`src/rtl/lbc_pkg.sv`:
```
// Shared constants and codes for the line image border clip block.
package lbc_pkg;

  localparam int COORD_BITS_DEF = 12;
  localparam int NUM_BORDERS    = 4;
  localparam int CFG_ADDR_BITS  = 1;
  localparam int QUEUE_DEPTH    = 4;

  localparam int WIDTH_RESET  = 640;
  localparam int HEIGHT_RESET = 480;

  typedef enum logic [CFG_ADDR_BITS-1:0] {
    REG_WIDTH  = 1'b0,
    REG_HEIGHT = 1'b1
  } cfg_reg_t;

  // Border lanes in visiting order.
  localparam int B_LEFT   = 0;
  localparam int B_TOP    = 1;
  localparam int B_RIGHT  = 2;
  localparam int B_BOTTOM = 3;

endpackage

```
`src/rtl/lbc_front.sv`:
```
// Front end: border numerators, sign normalization and exact range tests.
module lbc_front import lbc_pkg::*; #(
  parameter int COORD_BITS = COORD_BITS_DEF,
  localparam int CW = COORD_BITS + 1,
  localparam int DB = 2 * CW,
  localparam int LW = 1 + CW + DB
) (
  input  logic                        clk,
  input  logic                        rst_n,
  input  logic                        en,
  input  logic                        in_valid,
  input  logic signed [CW-1:0]        coef_a,
  input  logic signed [CW-1:0]        coef_b,
  input  logic signed [DB-1:0]        coef_c,
  input  logic [CW-1:0]               width,
  input  logic [CW-1:0]               height,
  output logic                        push,
  output logic [NUM_BORDERS*LW-1:0]   entry
);

  localparam int NW = DB + 2;

  logic                  v1_r, v2_r, v3_r;
  logic signed [CW-1:0]  a1_r, b1_r;
  logic signed [DB-1:0]  c1_r;
  logic signed [DB:0]    pa1_r, pb1_r;
  logic signed [CW:0]    wm1, hm1;

  logic signed [NW-1:0]  n2 [NUM_BORDERS];
  logic signed [CW-1:0]  d2 [NUM_BORDERS];
  logic signed [NW-1:0]  nn2_r [NUM_BORDERS];
  logic [CW-1:0]         dm2_r [NUM_BORDERS];
  logic signed [NW-1:0]  nn3_r [NUM_BORDERS];
  logic [CW-1:0]         dm3_r [NUM_BORDERS];
  logic [DB-1:0]         prod3_r [NUM_BORDERS];
  logic [CW-1:0]         lim [NUM_BORDERS];

  assign wm1 = $signed({1'b0, width}) - $signed((CW+1)'(1));
  assign hm1 = $signed({1'b0, height}) - $signed((CW+1)'(1));

  assign lim[B_LEFT]   = height;
  assign lim[B_TOP]    = width;
  assign lim[B_RIGHT]  = height;
  assign lim[B_BOTTOM] = width;

  always_ff @(posedge clk) begin
    if (!rst_n) begin
      v1_r <= 1'b0;
      v2_r <= 1'b0;
      v3_r <= 1'b0;
    end else if (en) begin
      v1_r <= in_valid;
      v2_r <= v1_r;
      v3_r <= v2_r;
    end
  end

  always_ff @(posedge clk) begin
    if (en) begin
      a1_r  <= coef_a;
      b1_r  <= coef_b;
      c1_r  <= coef_c;
      pa1_r <= (DB+1)'(coef_a) * (DB+1)'(wm1);
      pb1_r <= (DB+1)'(coef_b) * (DB+1)'(hm1);
    end
  end

  always_comb begin
    n2[B_LEFT]   = -NW'(c1_r);
    n2[B_TOP]    = -NW'(c1_r);
    n2[B_RIGHT]  = -(NW'(c1_r) + NW'(pa1_r));
    n2[B_BOTTOM] = -(NW'(c1_r) + NW'(pb1_r));
    d2[B_LEFT]   = b1_r;
    d2[B_TOP]    = a1_r;
    d2[B_RIGHT]  = b1_r;
    d2[B_BOTTOM] = a1_r;
  end

  always_ff @(posedge clk) begin
    if (en) begin
      for (int i = 0; i < NUM_BORDERS; i++) begin
        nn2_r[i]   <= d2[i][CW-1] ? -n2[i] : n2[i];
        dm2_r[i]   <= d2[i][CW-1] ? (~d2[i] + CW'(1)) : d2[i];
        nn3_r[i]   <= nn2_r[i];
        dm3_r[i]   <= dm2_r[i];
        prod3_r[i] <= DB'(lim[i]) * DB'(dm2_r[i]);
      end
    end
  end

  always_comb begin
    logic hit;
    hit = 1'b0;
    for (int i = 0; i < NUM_BORDERS; i++) begin
      hit = (dm3_r[i] != '0) && !nn3_r[i][NW-1] &&
            ($unsigned(nn3_r[i]) < {2'b00, prod3_r[i]});
      entry[i*LW +: LW] = {hit, dm3_r[i], nn3_r[i][DB-1:0]};
    end
  end

  assign push = en && v3_r;

endmodule

```
`config.mk`:
```
export PLATFORM = sky130hd
export DESIGN_NAME = lbc_front
export DESIGN_NICKNAME = d
export VERILOG_FILES = /design/src/rtl/lbc_pkg.sv /design/src/rtl/lbc_front.sv
export SDC_FILE = /design/constraint.sdc
export NUM_CORES = 2
export LEC_CHECK = 0
export BUFFER_PORTS_ARGS = -buffer_cell sky130_fd_sc_hd__buf_4
export CORE_ASPECT_RATIO = 1.75
export CORE_MARGIN = 3
export CORE_UTILIZATION = 56
export DETAILED_ROUTE_END_ITERATION = 8
export PLACE_DENSITY_LB_ADDON = 0.05
export SETUP_SLACK_MARGIN = 0.15
export SYNTH_ARGS = -nofsm -noshare
export SYNTH_HDL_FRONTEND = slang
export SYNTH_SLANG_ARGS = --single-unit
```
`constraint.sdc`:
```
create_clock -name clk -period 9.35 [get_ports clk]
set_clock_uncertainty 0.05 [all_clocks]
set_input_delay 0.4675 -clock clk [delete_from_list [all_inputs] [get_ports clk]]
set_output_delay 0.4675 -clock clk [all_outputs]
set_load 0.02 [all_outputs]
```
==> flow_summary.json <==
{
  "status": "finished, final reports clean",
  "cts_root_buf": "clkbuf_16",
  "r2r-end": "prod3_r[2][24]",
  "min_path_cells": 2,
  "cts_tree": "done",
  "worst_hold_slack_ps": 43.7,
  "drive_above_1_share": 0.0792,
  "worstPathRequired_ps": 9650,
  "insertedDiodeCount": 0,
  "critPathCaptureType": "register",
  "yosys_most_used_dff": "edfxtp_1",
  "wl_per_cell_um": 20.7,
  "fp.dieH_um": 392,
  "grt_pass1_wl_mm": 188,
  "cpMostUsedCell": "fa_1",
  "power_leakage_nw": 23.9,
  "hold_violations": 0,
  "grt_usage": 0.277,
  "max_stage_delay_ps": 570,
  "dp_hpwl_mm": 99.1,
  "cp_slowest_cell": "fa_1",
  "hp-class": "input pin to register",
  "synth_edf_count": 432,
  "synth_async_sr_flop_share": 0,
  "layout.nets": 5877,
  "drc": 0,
  "initial_core_util": 0.565,
  "setup_tns_ps": 0,
  "power_density_nw_per_um2": 347,
  "synth_area_um2": 47700,
  "htreeDepth": 2,
  "grt_max_degree": 90,
  "post_drt_via_cell_ratio": 5.59,
  "grt_pass1_vias": 34200,
  "synth_nets": 5810,
  "slew_violations": 0,
  "clock_sinks": 435,
  "dp_slack_ps": 1180,
  "ios": 243,
  "synth-seq-cells": 435,
  "ys_seq_area_frac": 0.273,
  "first_iter_violations": 1570,
  "cts.reportedPaths.clkPinSlew_ps": 70,
  "timing.rr.start": "dm2_r[2][2]",
  "firstDrtPassIters": 7,
  "die_x_um": 227,
  "syn_avg_cell_area_um2": 10.3,
  "fmax_ghz": 0.133,
  "critical_path_arrival_ps": 7820,
  "rsz0062_at_grt": "false",
  "fin_cells": 5818,
  "period_minus_slack_ps": 7520,
  "place.gp.congestion": 0.927,
  "cts.path.max_buffers": 3,
  "wl_mm": 120,
  "yosys_warnings": 0,
  "core_um2": 84500,
  "crit_fanout": 26,
  "rows": 141,
  "vdd_drop_max_mv": 0.334,
  "crit_path_start_kind": "input pin",
  "min-delay-start": "rst_n",
  "worstSkewPairLatency_ps": 630,
  "numCtsBuffers": 42,
  "period_share": 0.804,
  "max_slew_margin": 0.215,
  "mostFrequentLayoutCell": "inv_1",
  "maxCapViolations": 0,
  "vias": 32500,
  "yosysUniqueCellTypes": 77,
  "area_growth_syn_to_layout_pct": 7.33,
  "setup_violations": 0,
  "post-place-cells": 5714,
  "fillers": 7239,
  "reg2reg_slack_ps": 2930,
  "antenna_found_initial": 0,
  "mostFrequentLayoutCells": "inv_1 (749), fa_1 (590), nand2_1 (536), ha_1 (493), edfxtp_1 (432)",
  "rr_worst_depth": 21,
  "die_area_um2": 88900,
  "layout_setup_ws_ps": 1830,
  "hold_path_end": "v2_r",
  "syn_inst": 4645,
  "port_buffers": 242,
  "tightest_slew_ps": 1170,
  "grt_overflow": 0,
  "path_class": "input pin to register",
  "drtAntennaViolNets": 0
}
## state kept, by name, summed over array words and instances (netlist names)
signal and flops:
dm2_r 26, v2_r 1, v1_r 1, prod3_r 52, nn2_r 111, c1_r 26, nn3_r 111, pb1_r 27
a1_r 13, pa1_r 27, b1_r 13, dm3_r 26, v3_r 1
## power breakdown
part | switching, mW | internal, mW
registers | 0.330 | 3.32
logic | 7.13 | 5.29
clock network | 0.808 | 0.903
total | 8.27 | 9.51
## worst max-delay path: cells and delay by family
family,cells,cell delay (ps)
buffers and inverters,5,630
xor gates and xnor gates,2,170
adders and majority gates,8,3310
AOI/OAI and AO/OA,7,1400
and+or+nand+nor,7,1820
## synth_stat cells (all sizes together) (22+ instances only)
master	n	area, um^2
o21ai	100	500
a21o	72	541
clkbuf	130	488
inv	749	2810
o21a	22	165
xor2	59	517
nor2b	59	369
o31ai	29	218
edfxtp	432	13000
fa	590	11800
nand3	47	235
nand4	33	206
xnor2	231	2020
nor2	145	547
and2	260	1630
nand2b	43	269
a21oi	112	572
nor4	26	178
ha	493	6170
buf	143	1040
or3	38	250
nand2	536	2010
nor3	63	320
## cell families after synthesis
family | share of synthesized area
muxes | 0.00220
AOI/OAI and AO/OA | 0.0666
and+or+nand+nor | 0.137
DFF | 0.273
adders and majority gates | 0.377
xor gates and xnor gates | 0.0532
buffers and inverters | 0.0909
## repair_timing
item                      4_1_cts  5_1_grt
hold buffers                   26        0
buffers inserted                0        0
gates resized for setup         0        0
hold endpoints to repair       26        0
## through the flow
step | total power [mW] | instance area, um^2 | util
detailed placement | 16.2 | 49600 | 0.587
global placement | 16.1 | 49600 | 0.587
CTS | 18.0 | 51200 | 0.606
floorplan | 12.8 | 47700 | -
finish | 17.8 | 51200 | 0.606
global route | 19.5 | 51200 | 0.606
## cell type report
class | instances | area (um^2) | area share
Sequential cell | 435 | 13000 | 0.254
Multi-Input combinational cell | 3188 | 30400 | 0.593
Inverter | 749 | 2810 | 0.0549
Clock inverter | 33 | 319 | 0.00623
Clock buffer | 45 | 1060 | 0.0207
Timing Repair Buffer | 296 | 2290 | 0.0448
Tap cell | 1072 | 1340 | 0.0262
## worst max path at each step
stage	cells after the start	slack (ps)	endpoint	startpoint
2_1_floorplan	28	1930	pa1_r[26]	width[0]
3_3_place_gp	29	1260	pa1_r[26]	width[0]
3_5_place_dp	28	1180	pa1_r[26]	width[0]
4_1_cts	29	1810	pa1_r[26]	width[0]
5_1_grt	29	1370	pa1_r[26]	width[0]
6_report	29	1830	pa1_r[26]	width[0]
## routing by layer
layer  vias up  wire length (um)  track usage
li1      15100                 -            -
met1     16400             42200        0.296
met2       763             67800        0.538
met3       267              3860       0.0237
met4         0              6610        0.134
met5         -                 0            0
(Power assumes the default switching activity.)
