<file path="src/rtl/lbc_pkg.sv">
// Shared constants and codes for the line image border clip block.
package lbc_pkg;

  localparam int COORD_BITS_DEF = 12;
  localparam int NUM_BORDERS    = 4;
  localparam int CFG_ADDR_BITS  = 1;
  localparam int QUEUE_DEPTH    = 4;

  localparam int WIDTH_RESET  = 640;
  localparam int HEIGHT_RESET = 480;

  typedef enum logic [CFG_ADDR_BITS-1:0] {
    REG_WIDTH  = 1'b0,
    REG_HEIGHT = 1'b1
  } cfg_reg_t;

  // Border lanes in visiting order.
  localparam int B_LEFT   = 0;
  localparam int B_TOP    = 1;
  localparam int B_RIGHT  = 2;
  localparam int B_BOTTOM = 3;

endpackage

</file>
<file path="src/rtl/lbc_back.sv">
// Back end: four pipelined restoring dividers and endpoint selection.
module lbc_back import lbc_pkg::*; #(
  parameter int COORD_BITS = COORD_BITS_DEF,
  localparam int CW = COORD_BITS + 1,
  localparam int DB = 2 * CW,
  localparam int LW = 1 + CW + DB
) (
  input  logic                      clk,
  input  logic                      rst_n,
  input  logic                      en,
  input  logic                      take,
  input  logic [NUM_BORDERS*LW-1:0] entry,
  input  logic [CW-1:0]             width,
  input  logic [CW-1:0]             height,
  output logic                      res_valid,
  output logic                      res_found,
  output logic [CW-1:0]             res_sx,
  output logic [CW-1:0]             res_sy,
  output logic [CW-1:0]             res_ex,
  output logic [CW-1:0]             res_ey
);

  localparam int SW = CW + 2;

  logic          v_r   [CW+1];
  logic          hit_r [CW+1][NUM_BORDERS];
  logic [CW-1:0] den_r [CW+1][NUM_BORDERS];
  logic [DB-1:0] rem_r [CW+1][NUM_BORDERS];
  logic [CW-1:0] quo_r [CW+1][NUM_BORDERS];

  always_ff @(posedge clk) begin
    if (!rst_n) begin
      for (int s = 0; s <= CW; s++) v_r[s] <= 1'b0;
    end else if (en) begin
      v_r[0] <= take;
      for (int s = 0; s < CW; s++) v_r[s+1] <= v_r[s];
    end
  end

  always_ff @(posedge clk) begin
    if (en) begin
      for (int i = 0; i < NUM_BORDERS; i++) begin
        {hit_r[0][i], den_r[0][i], rem_r[0][i]} <= entry[i*LW +: LW];
        quo_r[0][i] <= '0;
      end
    end
  end

  for (genvar s = 0; s < CW; s++) begin : g_div
    localparam int BIT = CW - 1 - s;
    always_ff @(posedge clk) begin
      if (en) begin
        for (int i = 0; i < NUM_BORDERS; i++) begin
          logic [DB:0] trial;
          trial = {1'b0, rem_r[s][i]} - ((DB+1)'(den_r[s][i]) << BIT);
          hit_r[s+1][i] <= hit_r[s][i];
          den_r[s+1][i] <= den_r[s][i];
          if (!trial[DB]) begin
            rem_r[s+1][i] <= trial[DB-1:0];
            quo_r[s+1][i] <= quo_r[s][i] | (CW'(1) << BIT);
          end else begin
            rem_r[s+1][i] <= rem_r[s][i];
            quo_r[s+1][i] <= quo_r[s][i];
          end
        end
      end
    end
  end

  logic signed [SW-1:0] sx, sy, ex, ey, wm1, hm1;
  logic signed [SW-1:0] q [NUM_BORDERS];
  logic                 f [NUM_BORDERS];
  logic                 found;

  assign wm1 = $signed(SW'(width)) - $signed(SW'(1));
  assign hm1 = $signed(SW'(height)) - $signed(SW'(1));

  always_comb begin
    for (int i = 0; i < NUM_BORDERS; i++) begin
      q[i] = $signed(SW'(quo_r[CW][i]));
      f[i] = rem_r[CW][i] != '0;
    end
    sx = $signed(SW'(width));
    sy = $signed(SW'(height));
    ex = '0;
    ey = '0;
    found = 1'b0;
    if (hit_r[CW][B_LEFT]) begin
      if (sx > 0) begin
        sx = '0;
        sy = q[B_LEFT];
      end
      found = 1'b1;
    end
    if (hit_r[CW][B_TOP]) begin
      if (q[B_TOP] < sx) begin
        sx = q[B_TOP];
        sy = '0;
      end
      if (q[B_TOP] > ex || (q[B_TOP] == ex && f[B_TOP])) begin
        ex = q[B_TOP];
        ey = '0;
      end
      found = 1'b1;
    end
    if (hit_r[CW][B_RIGHT]) begin
      if (wm1 > ex) begin
        ex = wm1;
        ey = q[B_RIGHT];
      end
      found = 1'b1;
    end
    if (hit_r[CW][B_BOTTOM]) begin
      if (q[B_BOTTOM] < sx) begin
        sx = q[B_BOTTOM];
        sy = hm1;
      end
      if (q[B_BOTTOM] > ex || (q[B_BOTTOM] == ex && f[B_BOTTOM])) begin
        ex = q[B_BOTTOM];
        ey = hm1;
      end
      found = 1'b1;
    end
  end

  logic          res_valid_r, res_found_r;
  logic [CW-1:0] res_sx_r, res_sy_r, res_ex_r, res_ey_r;

  always_ff @(posedge clk) begin
    if (!rst_n) begin
      res_valid_r <= 1'b0;
    end else if (en) begin
      res_valid_r <= v_r[CW];
    end
  end

  always_ff @(posedge clk) begin
    if (en) begin
      res_found_r <= found;
      res_sx_r    <= sx[CW-1:0];
      res_sy_r    <= sy[CW-1:0];
      res_ex_r    <= ex[CW-1:0];
      res_ey_r    <= ey[CW-1:0];
    end
  end

  assign res_valid = res_valid_r;
  assign res_found = res_found_r;
  assign res_sx    = res_sx_r;
  assign res_sy    = res_sy_r;
  assign res_ex    = res_ex_r;
  assign res_ey    = res_ey_r;

endmodule

</file>
<file path="config.mk">
export PLATFORM = sky130hd
export DESIGN_NAME = lbc_back
export DESIGN_NICKNAME = d
export VERILOG_FILES = /design/src/rtl/lbc_pkg.sv /design/src/rtl/lbc_back.sv
export SDC_FILE = /design/constraint.sdc
export NUM_CORES = 2
export LEC_CHECK = 0
export ABC_CLOCK_PERIOD_IN_PS = 5900
export BUFFER_PORTS_ARGS = -buffer_cell sky130_fd_sc_hd__clkbuf_2
export CORE_MARGIN = 1.5
export CORE_UTILIZATION = 57
export DETAILED_ROUTE_END_ITERATION = 10
export HOLD_SLACK_MARGIN = 0.02
export PLACE_DENSITY = 0.76
export SLEW_MARGIN = 20
export SYNTH_ARGS = -nofsm -noshare
export SYNTH_HDL_FRONTEND = slang
export SYNTH_SLANG_ARGS = --single-unit
export TNS_END_PERCENT = 20
</file>
<file path="constraint.sdc">
create_clock -name clk -period 5.9 [get_ports clk]
set_input_delay 0.885 -clock clk [delete_from_list [all_inputs] [get_ports clk]]
set_output_delay 0.885 -clock clk [all_outputs]
set_load 0.03 [all_outputs]
</file>
==> results_tabular.tex <==
\begin{tabular}{lr}
\hline
Metric & Value \\
\hline
\multicolumn{2}{l}{\textbf{Clock tree}} \\
Clock root buffer & sky130\_fd\_sc\_hd\_\_clkbuf\_16 \\
Number of buffers inserted by post-CTS setup repair & 0 \\
CTS hold repair buffers & 0 \\
Clock tree from TritonCTS & built \\
Insertion delay to the later sink of the worst-skew pair & 0.91 ns \\
Number of buffers created by CTS & 283 \\
Clock transition at the register clock pins on the worst setup and hold paths after CTS & 0.06 ns \\
Maximum root-to-sink buffer count & 4 \\
Sinks on the clock net & 2,568 \\
Number of H-tree levels & 5 \\
\multicolumn{2}{l}{\textbf{Synth}} \\
Instance count of the mapped netlist & 9,882 \\
Share of synthesized area occupied by flip-flops and latches & 0.621 \\
Proportion of netlist area held by the largest area contributor & 0.620 \\
Mapped Avg Cell Area & 12.5 µm² \\
Cell types occupying the most area after synthesis & sky130\_fd\_sc\_hd\_\_edfxtp\_1 (62\%), sky130\_fd\_sc\_hd\_\_ha\_1 (7.3\%), sky130\_fd\_sc\_hd\_\_inv\_1 (2.8\%) \\
Number of enable-type register cells in the synthesized netlist & 2,558 \\
Share of flip-flops with an asynchronous set or reset & 0 \\
Warnings, synthesis & 0 \\
Most frequent cell after synthesis & sky130\_fd\_sc\_hd\_\_edfxtp\_1 \\
Post-synth top area cell & sky130\_fd\_sc\_hd\_\_edfxtp\_1 \\
Register bit total from synthesis & 2,568 \\
Commonest cells in the netlist & sky130\_fd\_sc\_hd\_\_edfxtp\_1 (2,558), sky130\_fd\_sc\_hd\_\_inv\_1 (929), sky130\_fd\_sc\_hd\_\_ha\_1 (726) \\
Most used flip-flop cell after synthesis & sky130\_fd\_sc\_hd\_\_edfxtp\_1 \\
Syn nets & 10,800 \\
Synth cell types & 91 \\
Post-synthesis cell area & 124,000 µm² \\
\multicolumn{2}{l}{\textbf{Place}} \\
DP Cell Count & 12,900 \\
Placer Congestion & 0.873 \\
Number of port buffers & 243 \\
Detailed placement HPWL & 155 mm \\
Post-place instance area & 129,000 µm² \\
\multicolumn{2}{l}{\textbf{Worst setup path}} \\
CP required & 6.55 ns \\
FF-to-FF End & res\_ey[10] \\
Type of origin of the critical path & register \\
Series of cell instances along the critical path & nor4\_2, nand4\_1, o31a\_1, buf\_4, nand2\_1, ha\_1, o21a\_1, o21ai\_0, nand2b\_1, a211oi\_1, o211ai\_1, o311ai\_2, buf\_4, buf\_4, mux2\_2, ha\_1, o21a\_1, o21ai\_0, a21oi\_1, a211oi\_2, o211ai\_1, o2111ai\_4, buf\_12, o21a\_1 \\
Peak fanout along the critical path & 21 \\
Worst setup slack for register-to-register paths & 0.36 ns \\
Data arrival time of the critical path & 6.19 ns \\
Cell with the largest stage delay on the worst path & sky130\_fd\_sc\_hd\_\_o31a\_1 \\
Setup crit end kind & register \\
Stage delay of the slowest cell on the critical path & 0.43 ns \\
Critical setup path kind & register to register \\
Beginning of the worst register-to-register path & rem\_r[63] \\
Worst R2R Path Depth & 24 \\
\multicolumn{2}{l}{\textbf{Global route}} \\
Global Route Usage Sum & 0.193 \\
Vias in the first global route & 72,900 \\
Antenna violations before repair & 3 \\
Wire length of the first global-routing pass & 355 mm \\
Maximum number of pins on one net before global-route repair & 204 \\
Total congestion overflow & 0 \\
\multicolumn{2}{l}{\textbf{Layout}} \\
Combined area of the multi-input logic cells & 42,800 µm² \\
Total Nets Final & 11,300 \\
Design area & 138,000 µm² \\
Synthesis-to-layout area growth & 11.4\% \\
Final-layout fill cell count & 15,200 \\
Fraction of final layout cells with drive strength greater than 1 & 0.0971 \\
Non-filler cells in the finished layout & 13,400 \\
Register Area & 77,000 µm² \\
\multicolumn{2}{l}{\textbf{Drt}} \\
DRC violations left & 0 \\
Number of design-rule violations left by the first detailed-router iteration & 5,060 \\
Vias after detailed routing & 74,200 \\
Number of nets with antenna violations after detailed routing & 0 \\
Routed len/inst & 16.2 µm \\
Vias/cell & 5.54 \\
Pre-Repair DR Iteration Count & 6 \\
Routed Wire Length & 217 mm \\
\multicolumn{2}{l}{\textbf{Timing}} \\
Setup repair after global routing missed its margin & no \\
Max Clk Rate & 0.181 GHz \\
Final critical delay including setup and external delays & 5.54 ns \\
Final clock skew & 0.0530 ns \\
Final setup vio count & 0 \\
Worst-case headroom to the max-slew limit & 0.297 \\
Final worst path period share & 0.938 \\
Transition at the pin with the smallest max-transition slack & 1.05 ns \\
Final hold viol count & 0 \\
Total Neg Setup Slack & 0 ns \\
Max-slew violation count & 0 \\
\multicolumn{2}{l}{\textbf{Power and ir drop}} \\
Static Leakage & 53.3 nW \\
Power per cell area & 424 nW/µm² \\
Max VDD drop & 0.363 mV \\
\multicolumn{2}{l}{\textbf{Floorplanning}} \\
Number of cell rows & 170 \\
Io pins & 244 \\
Die W & 469 µm \\
Area of the die & 220,000 µm² \\
Vertical die dimension & 469 µm \\
Floorplan Core Area & 215,000 µm² \\
Initial core utilization & 0.576 \\
\multicolumn{2}{l}{\textbf{Worst hold path}} \\
Hold-critical path endpoint & rem\_r[1435] \\
Hold Path Stages & 1 \\
Type of the tightest min-delay check & primary input to register \\
Worst Hold Launch & entry[5] \\
\multicolumn{2}{l}{\textbf{Job}} \\
Max Cap Violations & 0 \\
\multicolumn{2}{l}{\textbf{Run status}} \\
Run status & completed \\
\hline
\end{tabular}
[cells in the final DEF (no fill, tap or decap), types with 92 or more instances in the layout]
| cell type | synthesis | routed |
|---|---|---|
| sky130_fd_sc_hd__xnor2_1 | 346 | 346 |
| sky130_fd_sc_hd__nor2b_1 | 169 | 168 |
| sky130_fd_sc_hd__buf_4 | 5 | 131 |
| sky130_fd_sc_hd__nand2_1 | 721 | 720 |
| sky130_fd_sc_hd__ha_1 | 726 | 726 |
| sky130_fd_sc_hd__nand2b_1 | 171 | 171 |
| sky130_fd_sc_hd__nand3_1 | 137 | 137 |
| sky130_fd_sc_hd__o31ai_1 | 101 | 101 |
| sky130_fd_sc_hd__edfxtp_1 | 2558 | 2558 |
| sky130_fd_sc_hd__mux2_2 | 146 | 146 |
| sky130_fd_sc_hd__inv_1 | 929 | 929 |
| sky130_fd_sc_hd__clkbuf_16 | 0 | 291 |
| sky130_fd_sc_hd__clkbuf_2 | 0 | 242 |
| sky130_fd_sc_hd__o21ai_0 | 653 | 653 |
| sky130_fd_sc_hd__a21o_1 | 117 | 117 |
| sky130_fd_sc_hd__or3_1 | 92 | 92 |
| sky130_fd_sc_hd__a21oi_1 | 535 | 533 |
| sky130_fd_sc_hd__nor3_1 | 220 | 218 |
| sky130_fd_sc_hd__o21a_1 | 117 | 117 |
| sky130_fd_sc_hd__xor2_1 | 338 | 338 |
| sky130_fd_sc_hd__nor2_1 | 661 | 661 |
[area by class of cell]
type	instances	share of cell area
inverter	930	0.0253
antenna	2	0.0000362
timing repair buffer	395	0.0189
clock buffer	346	0.0542
tap	2838	0.0257
clock inverter	133	0.00817
sequential	2568	0.558
multi-input combinational	6171	0.310
[metal layers]
layer  GRT usage  share of wire  vias to the layer above  routed length, µm
li1            -              -                    37000                  -
met1       0.260           0.46                    34800              98800
met2       0.324           0.47                     1901             102000
met3      0.0280          0.046                      426               9990
met4      0.0608          0.026                        0               5550
met5           0              0                        -                  0
[flip-flops by register name, indices dropped and copies added, names as in the netlist]
signal,cells
rem_r,1404
quo_r,364
res_valid,1
res_ex,13
den_r,676
res_ey,13
res_found,1
v_r,14
res_sy,13
res_sx,13
hit_r,56
[worst max-delay path, delay by kind of cell, from the launching register on]
kind	cells	cell delay, ns
fa+ha+maj	2	0.58
mux	1	0.39
buf+inv	4	0.81
simple gates	4	0.68
compound gates	13	2.41
flops	1	0.38
[kinds of logic (layout without fill, tap and decap cells)]
kind of cell,after synthesis,after routing,synth area share
flops,2568,2568,0.621
simple gates,2535,2535,0.0982
compound gates,1985,1985,0.0988
buf+inv,1143,1804,0.0349
fa+ha+maj,776,776,0.0814
xor+xnor,684,684,0.0483
mux,191,191,0.0169
other cells,0,2,0
[power breakdown]
| part | switching (mW) | internal [mW] | leakage, nW | total, mW |
|---|---|---|---|---|
| Combinational | 8.59 | 7.03 | 24.3 | 15.6 |
| Sequential | 1.96 | 24.6 | 24.7 | 26.5 |
| Clock | 6.65 | 9.80 | 4.23 | 16.5 |
[metrics by stage]
stage | power (mW) | hold slack [ns] | utilization | setup WS, ns
6_report | 58.6 | 0.148 | 0.641 | 0.363
4_1_cts | 58.9 | 0.0737 | 0.641 | 0.115
3_5_place_dp | 42.2 | 0.405 | 0.601 | -0.169
2_1_floorplan | 38.3 | 0.400 | - | 0.0377
3_3_place_gp | 41.2 | 0.400 | 0.601 | -0.187
5_1_grt | 62.0 | 0.0998 | 0.641 | 0.0156
[worst max path at each step]
stage,startpoint,end,slack [ns]
5_1_grt,quo_r[1][291],res_ex[10],0.02
3_3_place_gp,width[0],res_ey[4],-0.19
2_1_floorplan,width[0],res_sy[10],0.04
6_report,rem_r[63],res_ey[10],0.36
4_1_cts,quo_r[1][291],res_ey[3],0.12
3_5_place_dp,width[0],res_ey[3],-0.17
[timing repair]
item,in CTS,in global routing
endpoints found under the setup margin,0,26
gates resized for setup,0,8
endpoints found under the hold margin,0,0
(Power assumes the default switching activity.)
