==> src/rtl/lbc_pkg.sv <==
// Shared constants and codes for the line image border clip block.
package lbc_pkg;

  localparam int COORD_BITS_DEF = 12;
  localparam int NUM_BORDERS    = 4;
  localparam int CFG_ADDR_BITS  = 1;
  localparam int QUEUE_DEPTH    = 4;

  localparam int WIDTH_RESET  = 640;
  localparam int HEIGHT_RESET = 480;

  typedef enum logic [CFG_ADDR_BITS-1:0] {
    REG_WIDTH  = 1'b0,
    REG_HEIGHT = 1'b1
  } cfg_reg_t;

  // Border lanes in visiting order.
  localparam int B_LEFT   = 0;
  localparam int B_TOP    = 1;
  localparam int B_RIGHT  = 2;
  localparam int B_BOTTOM = 3;

endpackage

==> src/rtl/lbc_queue.sv <==
// Short FIFO between front and back ends.
module lbc_queue import lbc_pkg::*; #(
  parameter int WIDTH = 8,
  parameter int DEPTH = QUEUE_DEPTH
) (
  input  logic             clk,
  input  logic             rst_n,
  input  logic             push,
  input  logic [WIDTH-1:0] wdata,
  input  logic             pop,
  output logic [WIDTH-1:0] rdata,
  output logic             full,
  output logic             empty
);

  localparam int PW = $clog2(DEPTH);

  logic [WIDTH-1:0] mem [DEPTH];
  logic [PW-1:0]    wptr_r, rptr_r;
  logic [PW:0]      count_r;

  always_ff @(posedge clk) begin
    if (push) mem[wptr_r] <= wdata;
  end

  always_ff @(posedge clk) begin
    if (!rst_n) begin
      wptr_r  <= '0;
      rptr_r  <= '0;
      count_r <= '0;
    end else begin
      if (push) wptr_r <= (wptr_r == PW'(DEPTH - 1)) ? '0 : wptr_r + PW'(1);
      if (pop)  rptr_r <= (rptr_r == PW'(DEPTH - 1)) ? '0 : rptr_r + PW'(1);
      if (push && !pop)      count_r <= count_r + (PW+1)'(1);
      else if (pop && !push) count_r <= count_r - (PW+1)'(1);
    end
  end

  assign rdata = mem[rptr_r];
  assign full  = (count_r == (PW+1)'(DEPTH));
  assign empty = (count_r == '0);

endmodule

==> config.mk <==
export PLATFORM = sky130hd
export DESIGN_NAME = lbc_queue
export DESIGN_NICKNAME = d
export VERILOG_FILES = /design/src/rtl/lbc_pkg.sv /design/src/rtl/lbc_queue.sv
export SDC_FILE = /design/constraint.sdc
export NUM_CORES = 1
export LEC_CHECK = 0
export BUFFER_PORTS_ARGS = -buffer_cell sky130_fd_sc_hd__buf_2
export CAP_MARGIN = 40
export CORE_MARGIN = 2
export CORE_UTILIZATION = 40
export DETAILED_ROUTE_END_ITERATION = 8
export PLACE_DENSITY = 0.59
export SLEW_MARGIN = 20
export SYNTH_ARGS = -nofsm -noshare
export SYNTH_HDL_FRONTEND = slang
export SYNTH_SLANG_ARGS = --single-unit
==> constraint.sdc <==
create_clock -name clk -period 2.65 [get_ports clk]
set_input_delay 0.3975 -clock clk [delete_from_list [all_inputs] [get_ports clk]]
set_output_delay 0.3975 -clock clk [all_outputs]
set_load 0.01 [all_outputs]
==> impl_metrics.py, run 1 <==
metrics = {
    "cts": {
        "htreeDepth": 2,
        "root_buffer": "clkbuf_8",
        "clkSinkCount": 41,
        "cts_buffer_depth": 2,
        "numCtsBuffers": 5,
        "clk_pin_slew_ps": 70,
        "cts_setup_buffers": 0,
        "clk_latency_ps": 280,
        "ctsResizeCount": 0,
        "cts_tree": "built",
        "cts_hold_repair.buffers": 0,
    },
    "setup_path": {
        "critPathSlowestCell": "dfxtp_1",
        "max_stage_delay_ps": 680,
        "critPathRequiredTime_ps": 2250,
        "worstPathArrival_ps": 1700,
        "critical_path.cell_chain": "mux4_2, buf_2",
        "path_class": "reg -> out",
        "cp-end-kind": "output port",
        "critPathMaxFanout": 8,
        "start_kind": "register",
    },
    "sta": {
        "setup-violations-final": 0,
        "fmax_mhz": 477,
        "rsz0062_at_grt": "false",
        "min_period_ps": 2100,
        "max_slew_margin_pct": 62.0,
        "tns_ps": 0,
        "hold_viol": 0,
        "clock_skew_ps": 3.08,
        "worst_pin_slew_ps": 569,
        "slew_viol_final": 0,
        "post-route-period-util_pct": 79.1,
        "hold_slack_ps": 326,
    },
    "synth": {
        "synthAdderAreaFrac_pct": 5.89,
        "synth_top_family_by_area": "multiplexers",
        "syn-num-nets": 105,
        "synth_mux_area_share_pct": 13.6,
        "synth_xor_xnor_area_share_pct": 1.08,
        "yosysSeqAreaShare_pct": 70.6,
        "synth_area_per_cell_um2": 18.8,
        "yosys_warnings": 0,
        "synth_simple_gate_area_share_pct": 5.58,
        "synth_compound_area_share_pct": 1.24,
        "syn_area_mm2": 0.00162,
        "ys_seq_elements": 41,
        "postSynthCellCount": 86,
        "ys_types": 20,
    },
    "finish": {
        "drive_above_1_share_pct": 31.0,
        "fill_cells": 335,
        "design_area_mm2": 0.00187,
        "insertedDiodeCount": 0,
        "layout_commonest_cell": "edfxtp_1",
        "layout_common_cells": "edfxtp_1 (32), buf_2 (21), dfxtp_1 (9), mux4_2 (8), ha_1 (6)",
        "area_growth_pct": 16.0,
        "fin_nets": 131,
    },
    "worst_hold_path": {
        "hold_path_class": "in -> reg",
    },
    "drt": {
        "first_pass_iters": 4,
        "drc": 0,
        "vias": 788,
        "drt_iter0_drc": 33,
        "wl_mm": 2.38,
        "ant_nets": 0,
        "wl_per_cell_um": 14.6,
        "viasPerCell": 4.83,
    },
    "placed_design": {
        "numPortBuffers": 21,
        "gp_congestion": 0.702,
        "dpl_cell_area_mm2": 0.00177,
    },
    "floorplan": {
        "chipWidth_um": 67.5,
        "start_util_pct": 41.0,
        "dieArea_mm2": 0.00456,
        "dieHeight_um": 67.5,
        "coreArea_mm2": 0.00394,
        "num_rows": 23,
        "ios": 22,
    },
    "global_route": {
        "grt_usage_pct": 13.0,
        "grt_pass1_vias": 838,
        "grt_remaining_overflow": 0,
        "antenna_found_initial": 0,
        "grt_max_degree": 13,
        "grt_pass1_wl_mm": 4.03,
    },
    "power": {
        "total_power_mw": 1.37,
        "peakVddDrop_mv": 0.433,
        "power.leakage_nw": 0.685,
        "power_density_mw_per_mm2": 730,
    },
    "outcome": {
        "status": "completed",
    },
    "job": {
        "cap_violations": 0,
    },
}
==> cell usage after synthesis <==
library cell / instances / area share (%)
mux4_2: 8 / 11
buf_6: 1 / 0.70
nor3b_1: 1 / 0.46
o21a_1: 1 / 0.46
nor3_1: 2 / 0.62
clkbuf_2: 1 / 0.31
xor2_1: 1 / 0.54
mux2i_1: 4 / 2.5
inv_1: 4 / 0.93
edfxtp_1: 32 / 59
a21boi_1: 1 / 0.46
and2_1: 5 / 1.9
or3_1: 1 / 0.39
ha_1: 6 / 4.6
xnor2_1: 1 / 0.54
nor2_1: 1 / 0.23
o21ai_0: 1 / 0.31
dfxtp_1: 9 / 11
nor2b_1: 5 / 1.9
fa_1: 1 / 1.2
==> worst max-delay path, delay by kind of cell, from the launching register on <==
family,cells,cell delay (ps)
buf+inv,1,150
flops,1,680
mux,1,580
==> cells by family (layout without fill, tap and decap cells) <==
logic type,count (synthesis),after routing
AO/OA/AOI/OAI,3,3
XOR/XNOR,2,2
adder cells (fa/ha/maj),7,7
buffers and inverters,6,33
flip-flops,41,41
multiplexers,12,12
AND/OR/NAND/NOR,15,15
==> power by group <==
part	leakage [nW]	switching [mW]	internal, mW
clock network	0.0528	0.189	0.278
registers	0.368	0.0280	0.731
logic	0.264	0.0660	0.0744
==> worst paths after layout <==
check	start	slack, ps	cells past startpoint	to
max	register	550	2	rdata[6]
min	wdata[1]	330	1	mem[1][1]
max reg2reg	count_r[0]	1180	4	count_r[2]
min reg2reg	count_r[2]	510	2	count_r[2]
==> registers in the layout (all words and copies together), names as in the netlist, named ones only <==
| name | flops |
|---|---|
| count_r | 3 |
| mem | 32 |
| rptr_r | 2 |
| wptr_r | 2 |
==> metrics by stage <==
stage | utilization [%] | setup WS, ps | instances
after floorplan | - | 990 | 86
after global placement | 44.8 | 783 | 155
after detailed placement | 44.8 | 761 | 155
after CTS | 47.5 | 473 | 163
after global routing | 47.5 | 437 | 163
final | 47.5 | 553 | 163
==> final cells by class <==
| class | instances | area [µm²] | share of cell area, % |
|---|---|---|---|
| well taps | 50 | 62.6 | 3.34 |
| clock inverters | 2 | 33.8 | 1.80 |
| multi-input cells | 39 | 443 | 23.6 |
| flip-flops and latches | 41 | 1140 | 60.9 |
| repair buffers | 21 | 105 | 5.61 |
| inverters | 4 | 15.0 | 0.802 |
| clock buffers | 6 | 72.6 | 3.87 |
==> layer usage <==
metal	vias up	global-route usage [%]	wire [µm]
li1	379	-	-
met1	382	14.8	952
met2	21	20.8	1220
met3	6	5.17	155
met4	0	6.89	52
met5	-	0	0
Power figures use the tool's default switching activity.
==> inputs of run 2 (changes only) <==
--- a/config.mk
+++ b/config.mk
@@ -5,6 +5,7 @@
 export SDC_FILE = /design/constraint.sdc
 export NUM_CORES = 1
 export LEC_CHECK = 0
+export ABC_AREA = 1
 export BUFFER_PORTS_ARGS = -buffer_cell sky130_fd_sc_hd__buf_2
 export CAP_MARGIN = 40
 export CORE_MARGIN = 2
==> constraint.sdc (replaced) <==
create_clock -name clk -period 2 [get_ports clk]
set_input_delay 0.3 -clock clk [delete_from_list [all_inputs] [get_ports clk]]
set_output_delay 0.3 -clock clk [all_outputs]
set_load 0.01 [all_outputs]
==> impl_metrics.py, run 2 <==
metrics = {
    "synth": {
        "syn_area_mm2": 0.00165,
        "postSynthCellCount": 135,
        "async_flop_share_pct": 0,
        "synthFlopType": "edfxtp_1",
        "yosysSeqAreaShare_pct": 69.1,
        "synth_area_per_cell_um2": 12.2,
        "synth_top_area_share_pct": 58.2,
        "yosys_warnings": 0,
        "synth_most_common_cell": "edfxtp_1",
        "yosys-top-cells-count": "edfxtp_1 (32), nor2_1 (22), inv_1 (15), o21ai_0 (15), dfxtp_1 (9)",
        "syn-num-nets": 154,
        "ys_types": 19,
        "synth_area_leader_cell": "edfxtp_1",
        "synth_edf_count": 32,
        "ys_seq_elements": 41,
        "synthTopCellsByArea": "edfxtp_1 (58%), dfxtp_1 (11%), nor2_1 (5.0%)",
    },
    "finish": {
        "layout_common_cells": "edfxtp_1 (32), nor2_1 (22), buf_2 (21), inv_1 (15), o21ai_0 (15)",
        "reg_top3": "mem: 32 flops, count_r: 3 flops",
        "drive_above_1_share_pct": 21.5,
        "fin_nets": 181,
        "insertedDiodeCount": 0,
        "fin_util_pct": 48.5,
        "layout_commonest_cell": "edfxtp_1",
        "largest_register": "mem",
        "fill_cells": 355,
        "design_area_mm2": 0.00194,
        "largest_register_ffs": 32,
        "area_growth_pct": 17.3,
    },
    "sta": {
        "slew_viol_final": 0,
        "clock_skew_ps": 4.52,
        "fmax_mhz": 555,
        "max_slew_margin_pct": 73.3,
        "tns_ps": 0,
        "hold_viol": 0,
        "fin_ws_ps": 199,
        "hold_slack_ps": 224,
        "worst_pin_slew_ps": 400,
        "rsz0062_at_grt": "false",
        "min_period_ps": 1800,
        "post-route-period-util_pct": 90.1,
        "setup-violations-final": 0,
    },
    "global_route": {
        "grt_max_degree": 17,
        "met2_usage_pct": 24.9,
        "busiest_layer": "met2",
        "grt_usage_pct": 14.9,
        "grt_use_met3_pct": 4.44,
        "grt_pass1_wl_mm": 4.69,
        "grt_pass1_vias": 1038,
        "grt_remaining_overflow": 0,
        "use_met1_pct": 17.1,
        "antenna_found_initial": 0,
    },
    "setup_path": {
        "reg2regPathDepth": 3,
        "critPathSlowestCell": "dfxtp_1",
        "path_class": "reg -> out",
        "worstReg2RegStart": "wptr_r[0]",
        "worstPathArrival_ps": 1500,
        "start_kind": "register",
        "critPathMaxFanout": 16,
        "critical_path.cell_chain": "inv_2, o21ai_0, o22ai_1, buf_2",
        "cp-end-kind": "output port",
        "ff2ff_setup_slack_ps": 720,
        "reg2reg_to": "mem[3][6]",
        "critPathRequiredTime_ps": 1700,
        "cp_num_buf_inv": 2,
        "cp_top_family": "flip-flops",
        "max_stage_delay_ps": 530,
    },
    "worst_hold_path": {
        "whs_endpoint": "mem[3][3]",
        "hold_path_class": "in -> reg",
        "hold_start": "wdata[3]",
        "whs_path_depth": 1,
    },
    "cts": {
        "clk_latency_ps": 280,
        "cts_buffer_depth": 2,
        "clkSinkCount": 41,
        "cts_hold_repair.buffers": 0,
        "htreeDepth": 2,
        "cts_tree": "built",
        "numCtsBuffers": 5,
        "root_buffer": "clkbuf_8",
        "ctsResizeCount": 0,
        "clk_pin_slew_ps": 70,
        "cts_setup_buffers": 0,
    },
    "placed_design": {
        "dp_slack_ps": 447,
        "dpl.hpwl_mm": 1.93,
        "gp_congestion": 0.706,
        "numPortBuffers": 21,
        "dpl_cell_area_mm2": 0.00180,
    },
    "power": {
        "peakVddDrop_mv": 0.460,
        "netSwitchingFraction_pct": 21.6,
        "seq_power_share_pct": 50.7,
        "p_switching_mw": 0.425,
        "power_density_mw_per_mm2": 1020,
        "p_int_mw": 1.54,
        "pwr-share-comb_pct": 10.7,
        "power.leakage_nw": 0.784,
        "p_clk_share_pct": 38.6,
    },
    "floorplan": {
        "coreArea_mm2": 0.00400,
        "chipWidth_um": 68.3,
        "num_rows": 23,
        "dieHeight_um": 68.3,
        "ios": 22,
        "dieArea_mm2": 0.00466,
        "start_util_pct": 41.3,
    },
    "drt": {
        "vias": 1026,
        "viasPerCell": 4.82,
        "wl_per_cell_um": 13.4,
        "drc": 0,
        "wl_mm": 2.86,
        "ant_nets": 0,
        "first_pass_iters": 4,
        "drt_iter0_drc": 50,
    },
    "outcome": {
        "status": "completed",
    },
    "job": {
        "cap_violations": 0,
    },
}
-- run 2: kinds of logic after synthesis --
group                      count (synthesis)  synth area share (%)
DFF                                       41                  69.1
and+or+nand+nor                           38                  9.47
AOI/OAI and AO/OA                         30                  10.2
buffers and inverters                     18                  5.00
adders and majority gates                  7                  5.76
xor gates and xnor gates                   1                 0.530
-- run 2: worst max path at each step --
| stage | endpoint | slack [ps] | cells past startpoint |
|---|---|---|---|
| floorplan | count_r[2] | 650 | 10 |
| global placement | count_r[2] | 500 | 11 |
| detailed placement | count_r[2] | 450 | 11 |
| CTS | rdata[1] | 170 | 4 |
| global route | rdata[1] | 100 | 4 |
| finish | rdata[1] | 200 | 4 |
-- run 2: layout make-up --
type	instances	area [µm²]	share of cell area, %
well taps	50	62.6	3.23
clock buffers	5	68.8	3.55
inverters	16	60.1	3.10
multi-input cells	76	428	22.1
flip-flops and latches	41	1140	58.9
clock inverters	3	65.1	3.36
repair buffers	22	113	5.81
-- run 2: metrics by stage --
stage	power [mW]	instances
after floorplan	1.15	135
after global placement	1.22	205
after CTS	2.00	213
final	1.97	213
after global routing	2.07	213
after detailed placement	1.23	205
-- run 2: worst register-to-register path: stages, from the launching register on --
cell and delay (ps):
dfxtp_1 400, ha_1 190, nand2_1 50, inv_1 300
-- run 2: power by group through the flow --
stage	registers, mW	logic, mW	clock network [mW]
floorplan	1.01	0.138	0
global placement	1.02	0.202	0
detailed placement	1.02	0.213	0
CTS	0.997	0.214	0.787
global route	1.00	0.244	0.821
finish	0.997	0.210	0.760
-- run 2: per-layer routing --
metal  share of wire, %  wire length, µm  vias to the layer above
li1                   -                -                      524
met1                 44             1270                      475
met2                 50             1430                       25
met3                4.8              138                        2
met4               0.80               23                        0
met5                  0                0                        -
==> inputs of run 3 (changes only) <==
--- a/config.mk
+++ b/config.mk
@@ -8,8 +8,10 @@
 export ABC_AREA = 1
 export BUFFER_PORTS_ARGS = -buffer_cell sky130_fd_sc_hd__buf_2
 export CAP_MARGIN = 40
+export CORE_ASPECT_RATIO = 1.1
 export CORE_MARGIN = 2
 export CORE_UTILIZATION = 40
+export CTS_CLUSTER_SIZE = 24
 export DETAILED_ROUTE_END_ITERATION = 8
 export PLACE_DENSITY = 0.59
 export SLEW_MARGIN = 20
==> impl_metrics.py, run 3 (synthesized netlist as in run 2, its figures left out) <==
metrics = {
    "sta": {
        "max_slew_margin_pct": 73.4,
        "tns_ps": 0,
        "min_period_ps": 1770,
        "clock_skew_ps": 4.74,
        "worst_pin_slew_ps": 398,
        "hold_viol": 0,
        "setup-violations-final": 0,
        "slew_viol_final": 0,
        "rsz0062_at_grt": "false",
        "post-route-period-util_pct": 88.4,
        "fmax_mhz": 566,
    },
    "setup_path": {
        "path_class": "reg -> out",
        "critPathRequiredTime_ps": 1700,
        "critPathSlowestCell": "dfxtp_1",
        "critPathMaxFanout": 9,
        "worstReg2RegStart": "wptr_r[0]",
        "worstPathArrival_ps": 1470,
        "start_kind": "register",
        "cp-end-kind": "output port",
        "critical_path.cell_chain": "inv_1, o21ai_0, o22ai_1, buf_2",
        "max_stage_delay_ps": 420,
    },
    "job": {
        "cap_violations": 0,
    },
    "finish": {
        "fin_nets": 181,
        "layout_commonest_cell": "edfxtp_1",
        "insertedDiodeCount": 0,
        "largest_register": "mem",
        "largest_register_ffs": 32,
        "reg_top3": "mem: 32 flops, count_r: 3 flops",
        "area_growth_pct": 14.5,
        "stdcell_count": 215,
        "layout_common_cells": "edfxtp_1 (32), nor2_1 (22), buf_2 (21), inv_1 (15), o21ai_0 (15)",
        "drive_above_1_share_pct": 21.5,
        "fill_cells": 379,
    },
    "cts": {
        "clk_latency_ps": 280,
        "numCtsBuffers": 5,
        "cts_setup_buffers": 0,
        "cts_buffer_depth": 2,
        "cts_hold_repair.buffers": 0,
        "ctsResizeCount": 0,
        "cts_tree": "built",
        "root_buffer": "clkbuf_8",
        "clk_pin_slew_ps": 80,
        "clkSinkCount": 41,
        "htreeDepth": 2,
    },
    "floorplan": {
        "num_rows": 24,
        "ios": 22,
        "chipWidth_um": 65.3,
        "start_util_pct": 41.7,
        "coreArea_mm2": 0.00396,
        "dieArea_mm2": 0.00466,
        "dieHeight_um": 71.4,
    },
    "power": {
        "total_power_mw": 1.72,
        "power_density_mw_per_mm2": 908,
        "peakVddDrop_mv": 0.393,
        "power.leakage_nw": 0.764,
    },
    "drt": {
        "wl_per_cell_um": 13.6,
        "wl_met2_mm": 1.51,
        "wl_met3_um": 179,
        "drc": 0,
        "top_layer": "met4",
        "vias": 1066,
        "ant_nets": 0,
        "wl_met1_mm": 1.22,
        "viasPerCell": 4.96,
        "first_pass_iters": 4,
        "wl_mm": 2.93,
        "drt_iter0_drc": 54,
    },
    "global_route": {
        "grt_pass1_vias": 1038,
        "grt_remaining_overflow": 0,
        "grt_max_degree": 17,
        "grt_usage_pct": 14.2,
        "antenna_found_initial": 0,
        "grt_pass1_wl_mm": 4.77,
    },
    "worst_hold_path": {
        "hold_path_class": "in -> reg",
        "hold_start": "wdata[1]",
    },
    "outcome": {
        "status": "completed",
    },
    "placed_design": {
        "place_inst": 207,
        "dpl.hpwl_mm": 2.02,
        "numPortBuffers": 21,
        "gp_congestion": 0.712,
    },
}
-- run 3: cell types whose count changed in the layout (fill, tap and decap cells not counted), sizes merged --
| cell | delta |
|---|---|
| bufinv | -2 |
| clkinv | +1 |
| inv | +1 |
-- run 3: cell type report --
class,instances,area [µm²],area share [%]
tap,52,65.1,3.44
inverter,16,60.1,3.17
multi-input combinational,76,428,22.6
clock inverter,3,16.3,0.860
sequential,41,1140,60.3
clock buffer,5,68.8,3.64
timing repair buffer,22,113,5.95
-- run 3: worst paths after layout --
check,end,slack (ps),cells past startpoint
max reg2reg,mem[3][7],660,3
min reg2reg,wptr_r[1],550,2
max,rdata[0],230,4
min,mem[2][1],230,1
-- run 3: layer usage --
| metal | vias to the layer above | GRT usage (%) |
|---|---|---|
| met2 | 29 | 23.8 |
| li1 | 522 | - |
| met4 | 0 | 7.64 |
| met5 | - | 0 |
| met1 | 513 | 16.0 |
| met3 | 2 | 4.40 |
-- run 3: where the power goes --
| group | internal [mW] | switching (mW) | leakage, nW | total, mW |
|---|---|---|---|---|
| Combinational | 0.0814 | 0.127 | 0.347 | 0.209 |
| Clock | 0.241 | 0.269 | 0.0482 | 0.510 |
| Sequential | 0.966 | 0.0323 | 0.369 | 0.998 |
| Total | 1.29 | 0.428 | 0.764 | 1.72 |
-- run 3: critical path: cells and delay by family, from the launching register on --
family,cells,cell delay [ps]
AO/OA/AOI/OAI,2,300
buffers and inverters,2,450
flip-flops,1,420
-- run 3: per-stage QoR --
step	hold slack, ps	worst slack [ps]	utilization [%]	cell area, µm²
6_report	225	233	47.7	1890
5_1_grt	207	70.7	47.7	1890
4_1_cts	215	213	47.7	1890
3_5_place_dp	521	444	45.6	1810
3_3_place_gp	502	506	45.6	1810
2_1_floorplan	399	649	-	1650
